**src/c2d_scale_sat.sv**
```systemverilog
module c2d_scale_sat #(
  parameter int SUM_W   = 37,
  parameter int SCALE_W = 16,
  parameter int FRAC_W  = 15,
  parameter int RES_W   = 32
) (
  input  logic                     clk,
  input  logic                     load,
  input  logic signed [SUM_W-1:0]  sum,
  input  logic signed [SCALE_W-1:0] scale,
  output logic signed [RES_W-1:0]  result
);

  localparam int MW = SUM_W + SCALE_W;
  localparam int SW = (MW - FRAC_W > RES_W + 1) ? MW - FRAC_W : RES_W + 1;

  logic signed [MW-1:0] product;
  logic signed [SW-1:0] shifted;
  logic                 in_range;

  // registered scale multiply
  always_ff @(posedge clk) begin
    if (load) begin
      product <= sum * scale;
    end
  end

  // drop fraction bits (floor), then clamp to the result range
  always_comb begin
    shifted  = SW'(product >>> FRAC_W);
    in_range = (&shifted[SW-1:RES_W-1]) | ~(|shifted[SW-1:RES_W-1]);
    if (in_range) begin
      result = shifted[RES_W-1:0];
    end else if (shifted[SW-1]) begin
      result = {1'b1, {(RES_W-1){1'b0}}};
    end else begin
      result = {1'b0, {(RES_W-1){1'b1}}};
    end
  end

endmodule
```
**config.mk**
```make
export PLATFORM = sky130hd
export DESIGN_NAME = c2d_scale_sat
export DESIGN_NICKNAME = d
export VERILOG_FILES = /design/src/c2d_scale_sat.sv
export SDC_FILE = /design/constraint.sdc
export NUM_CORES = 2
export LEC_CHECK = 0
export ABC_AREA = 1
export CELL_PAD_IN_SITES_DETAIL_PLACEMENT = 1
export CELL_PAD_IN_SITES_GLOBAL_PLACEMENT = 2
export CORE_MARGIN = 4
export CORE_UTILIZATION = 37
export DETAILED_ROUTE_END_ITERATION = 8
export DONT_BUFFER_PORTS = 1
export PLACE_DENSITY = 0.9
export SYNTH_ARGS = -nofsm -noshare
export SYNTH_HDL_FRONTEND = slang
export SYNTH_SLANG_ARGS = --single-unit
```
**constraint.sdc**
```tcl
create_clock -name clk -period 5.43 [get_ports clk]
set_input_delay 0.543 -clock clk [delete_from_list [all_inputs] [get_ports clk]]
set_output_delay 0.543 -clock clk [all_outputs]
set_load 0.02 [all_outputs]
```
# After elaboration in Yosys (flattened, before gate mapping)

Index checks and enable logic that the tools add are counted.

Flip-flop bits (word level): 53
Bits of input ports: 55

Multipliers: 1
Multiplexer cells: 2
Bitwise operators: 2
Reductions and logical operators: 2

Operators by type and width:

| cell                                           | number |
|---|---|
| 32-bit two-way mux                             | 2 |
| 37-bit by 16-bit multiplier with 53-bit output | 1 |
| 7-bit AND reduction                            | 1 |
| 7-bit OR reduction                             | 1 |
| 1-bit inverter                                 | 1 |
| 1-bit bitwise OR                               | 1 |

# Depth between registers and ports, before layout

Word-level depth: 4
Mapped depth: 29

# Worst setup path after synthesis

OpenSTA, ideal clock, no wires.

Path type: input to register
Start: input port scale[5]
End: register product[52], data pin
Library setup time: 0.252 ns
Arrival time: 5.693 ns
Data required time: 5.178 ns
Slack: -0.515 ns
Stages: 22
Path buffers: 2
Cell sequence: clkbuf_1 > clkbuf_1 > nand2_1 > inv_1 > fa_1 > fa_1 > inv_1 > fa_1 > inv_1 > fa_1 > inv_1 > fa_1 > fa_1 > inv_1 > ha_1 > inv_1 > nor3_1 > inv_1 > nor4_1 > nand3_1 > nand3_1 > nand2_1

Cells in the longest elaborated chain, start to end: 1

Ends and longest elaborated chain:

| item                                           | line | RTL |
|---|---|---|
| start: declaration                             | 10   | `input logic signed [SCALE_W-1:0] scale,` |
| 37-bit by 16-bit multiplier with 53-bit output | 24   | `product <= sum * scale;` |
| end signal: assignment                         | 24   |  |
| end: declaration                               | 17   | `logic signed [MW-1:0] product;` |

Every way passes these cells.
A chain may end at the register's enable or synchronous reset.

# Worst setup path in the final report

Start: input port scale[1]
End: register product[52], data pin

Same word-level chain as after synthesis.

==> impl_metrics.py <==
metrics = {
    "layout": {
        "fillerInstances": 7567,
        "antenna_cells": 0,
        "area_growth_pct": 14.3,
        "reg_top3": "product x38",
        "largest_reg_flops": 38,
        "regMostFlops": "product",
        "layout-drive-gt1-share": 0.142,
        "nNetsFinal": 3832,
    },
    "worst_setup_path": {
        "cp-start-kind": "input pin",
        "critPathRequiredTime_ns": 5.48,
        "crit_slowest_cell": "fa_1",
        "path_delay_family": "adder cells",
        "path_cells": "nand2_2 -> inv_2 -> fa_2 -> fa_1 -> inv_2 -> buf_12 -> fa_2 -> inv_2 -> fa_1 -> inv_2 -> fa_1 -> fa_1 -> inv_2 -> ha_4 -> inv_1 -> nor3_2 -> inv_2 -> nor4_4 -> nand3_2 -> nand3_2 -> nand2_1",
        "endpoint_kind": "flop",
        "crit_type": "input pin to flop",
        "slowest_delay_ns": 0.60,
        "crit_buf_inv": 8,
        "worst_path_most_repeated_cell": "inv_2",
        "critPathMaxFanout": 36,
        "critPathArrivalTime_ns": 5.60,
    },
    "grt": {
        "grt_max_degree": 39,
        "grt_pass1_vias": 23000,
        "grt_pass1_wl_mm": 123,
        "antenna_found_initial": 0,
        "overflow": 0,
        "grt_usage": 0.236,
    },
    "routing": {
        "wl_per_cell_um": 19.6,
        "firstDrtPassIters": 5,
        "vias": 19100,
        "finalWirelength_mm": 77.3,
        "drc": 0,
        "via_per_inst": 4.86,
        "first_iter_violations": 775,
        "detail-route-antenna-nets": 0,
    },
    "sta": {
        "slew_headroom": 0.292,
        "whs_ns": 0.370,
        "worst_slack_ns": -0.125,
        "hold_violations": 0,
        "period_share": 1.02,
        "tns_ns": -0.337,
        "worst_slew_pin_slew_ns": 1.06,
        "min_period_ns": 5.55,
        "slew_viol_final": 0,
        "max_freq_ghz": 0.180,
        "rsz0062_at_grt": "true",
        "setup_viol": 5,
    },
    "synth": {
        "synth_nets": 3799,
        "ys_top_cells_by_area": "fa_1, inv_1, nand2_1",
        "yosysSeqAreaShare": 0.0493,
        "syn_area_per_cell_um2": 7.55,
        "synthArstFlopShare": 0,
        "synth_ff_type": "edfxtp_1",
        "synth-seq-cells": 38,
        "syn_inst": 3068,
        "netlist_top_cells_count": "inv_1, nand2_1, fa_1, nor2_1, ha_1",
        "synth_area_um2": 23200,
        "synth_top_area_cell": "fa_1",
        "synthMostInstantiatedCell": "inv_1",
        "yosysTopAreaCellShare": 0.480,
        "synth_warnings": 0,
        "post_synth_num_cell_types": 29,
        "synth-edff-count": 38,
    },
    "placement": {
        "gp_congestion": 0.888,
        "detailed_place_hpwl_mm": 62.3,
        "io_buffers": 0,
    },
    "clock_tree": {
        "clk_pin_slew_ns": 0.06,
        "numCtsBuffers": 5,
        "cts.sinks": 38,
        "cts_buffer_depth": 2,
        "cts_root_buf": "clkbuf_16",
        "cts_hold_buf": 0,
        "htreeDepth": 2,
        "tritoncts": "built",
    },
    "floorplan": {
        "initial_utilization": 0.375,
        "dieArea_um2": 66700,
        "num_io_pins": 87,
        "core_um2": 61800,
        "num_rows": 91,
        "die_h_um": 258,
        "die_x_um": 258,
    },
    "outcome": {
        "status": "complete, but fails checks",
        "violations": "negative setup slack",
    },
    "job": {
        "maxCapViolations": 0,
    },
    "hold_path": {
        "hp-class": "input pin to flop",
    },
}
-- cells by family (layout without fill, tap and decap cells) --
logic type                 count (synthesis)  after routing  synth area share
xor gates and xnor gates                  29             29            0.0110
buffers and inverters                   1153           1187             0.187
adders and majority gates                676            676             0.545
AOI/OAI and AO/OA                        171            171            0.0392
and+or+nand+nor                         1001           1001             0.168
DFF                                       38             38            0.0493
-- layout by cell type (no fill, tap or decap), drive strengths merged, types with 3 or more instances in the layout --
cell type,count
a21boi,4
a21o,5
a21oi,73
buf,161
clkbuf,5
edfxtp,38
fa,555
ha,121
inv,1018
nand2,773
nand3,37
nand4,17
nor2,152
nor3,10
nor4,3
o21a,4
o21ai,78
o21bai,6
or2,8
xnor2,10
xor2,19
-- final timing paths --
path | startpoint | slack, ns | end | cells past startpoint
setup / recovery | scale[1] | -0.12 | product[52] | 21
hold / removal | load | 0.37 | product[17] | 0
-- routing by layer --
metal	wire (um)	global-route usage
met2	40900	0.441
met1	29700	0.275
met4	3390	0.0880
met5	0	0
met3	3300	0.0294
-- cell type report --
type / instances / area (um2) / area share
clock buffer: 5 / 125 / 0.00472
clock inverter: 3 / 16.3 / 0.000614
inverter: 1018 / 3820 / 0.144
multi-input combinational: 1877 / 19100 / 0.720
sequential: 38 / 1140 / 0.0431
tap: 837 / 1050 / 0.0395
timing repair buffer: 161 / 1260 / 0.0475
-- stage by stage --
step | cell area [um2] | cells | utilization | setup WS [ns]
after floorplan | 23900 | 3068 | - | -0.114
after global placement | 25200 | 3920 | 0.407 | -0.560
after detailed placement | 25200 | 3920 | 0.407 | -0.618
after CTS | 25700 | 3930 | 0.415 | -0.112
after global routing | 26500 | 3939 | 0.428 | -0.322
final | 26500 | 3939 | 0.428 | -0.125
-- timing repair --
| action | 4_1_cts | 5_1_grt |
|---|---|---|
| setup endpoints to repair | 34 | 37 |
| resized for setup | 102 | 197 |
| pin swaps | 8 | 49 |
| cloned | 0 | 0 |
| endpoints found under the hold margin | 0 | 0 |
| setup buffers | 2 | 9 |
Power is not shown: default switching activity piles up to over one toggle a cycle in this logic, so the estimate is an artifact.
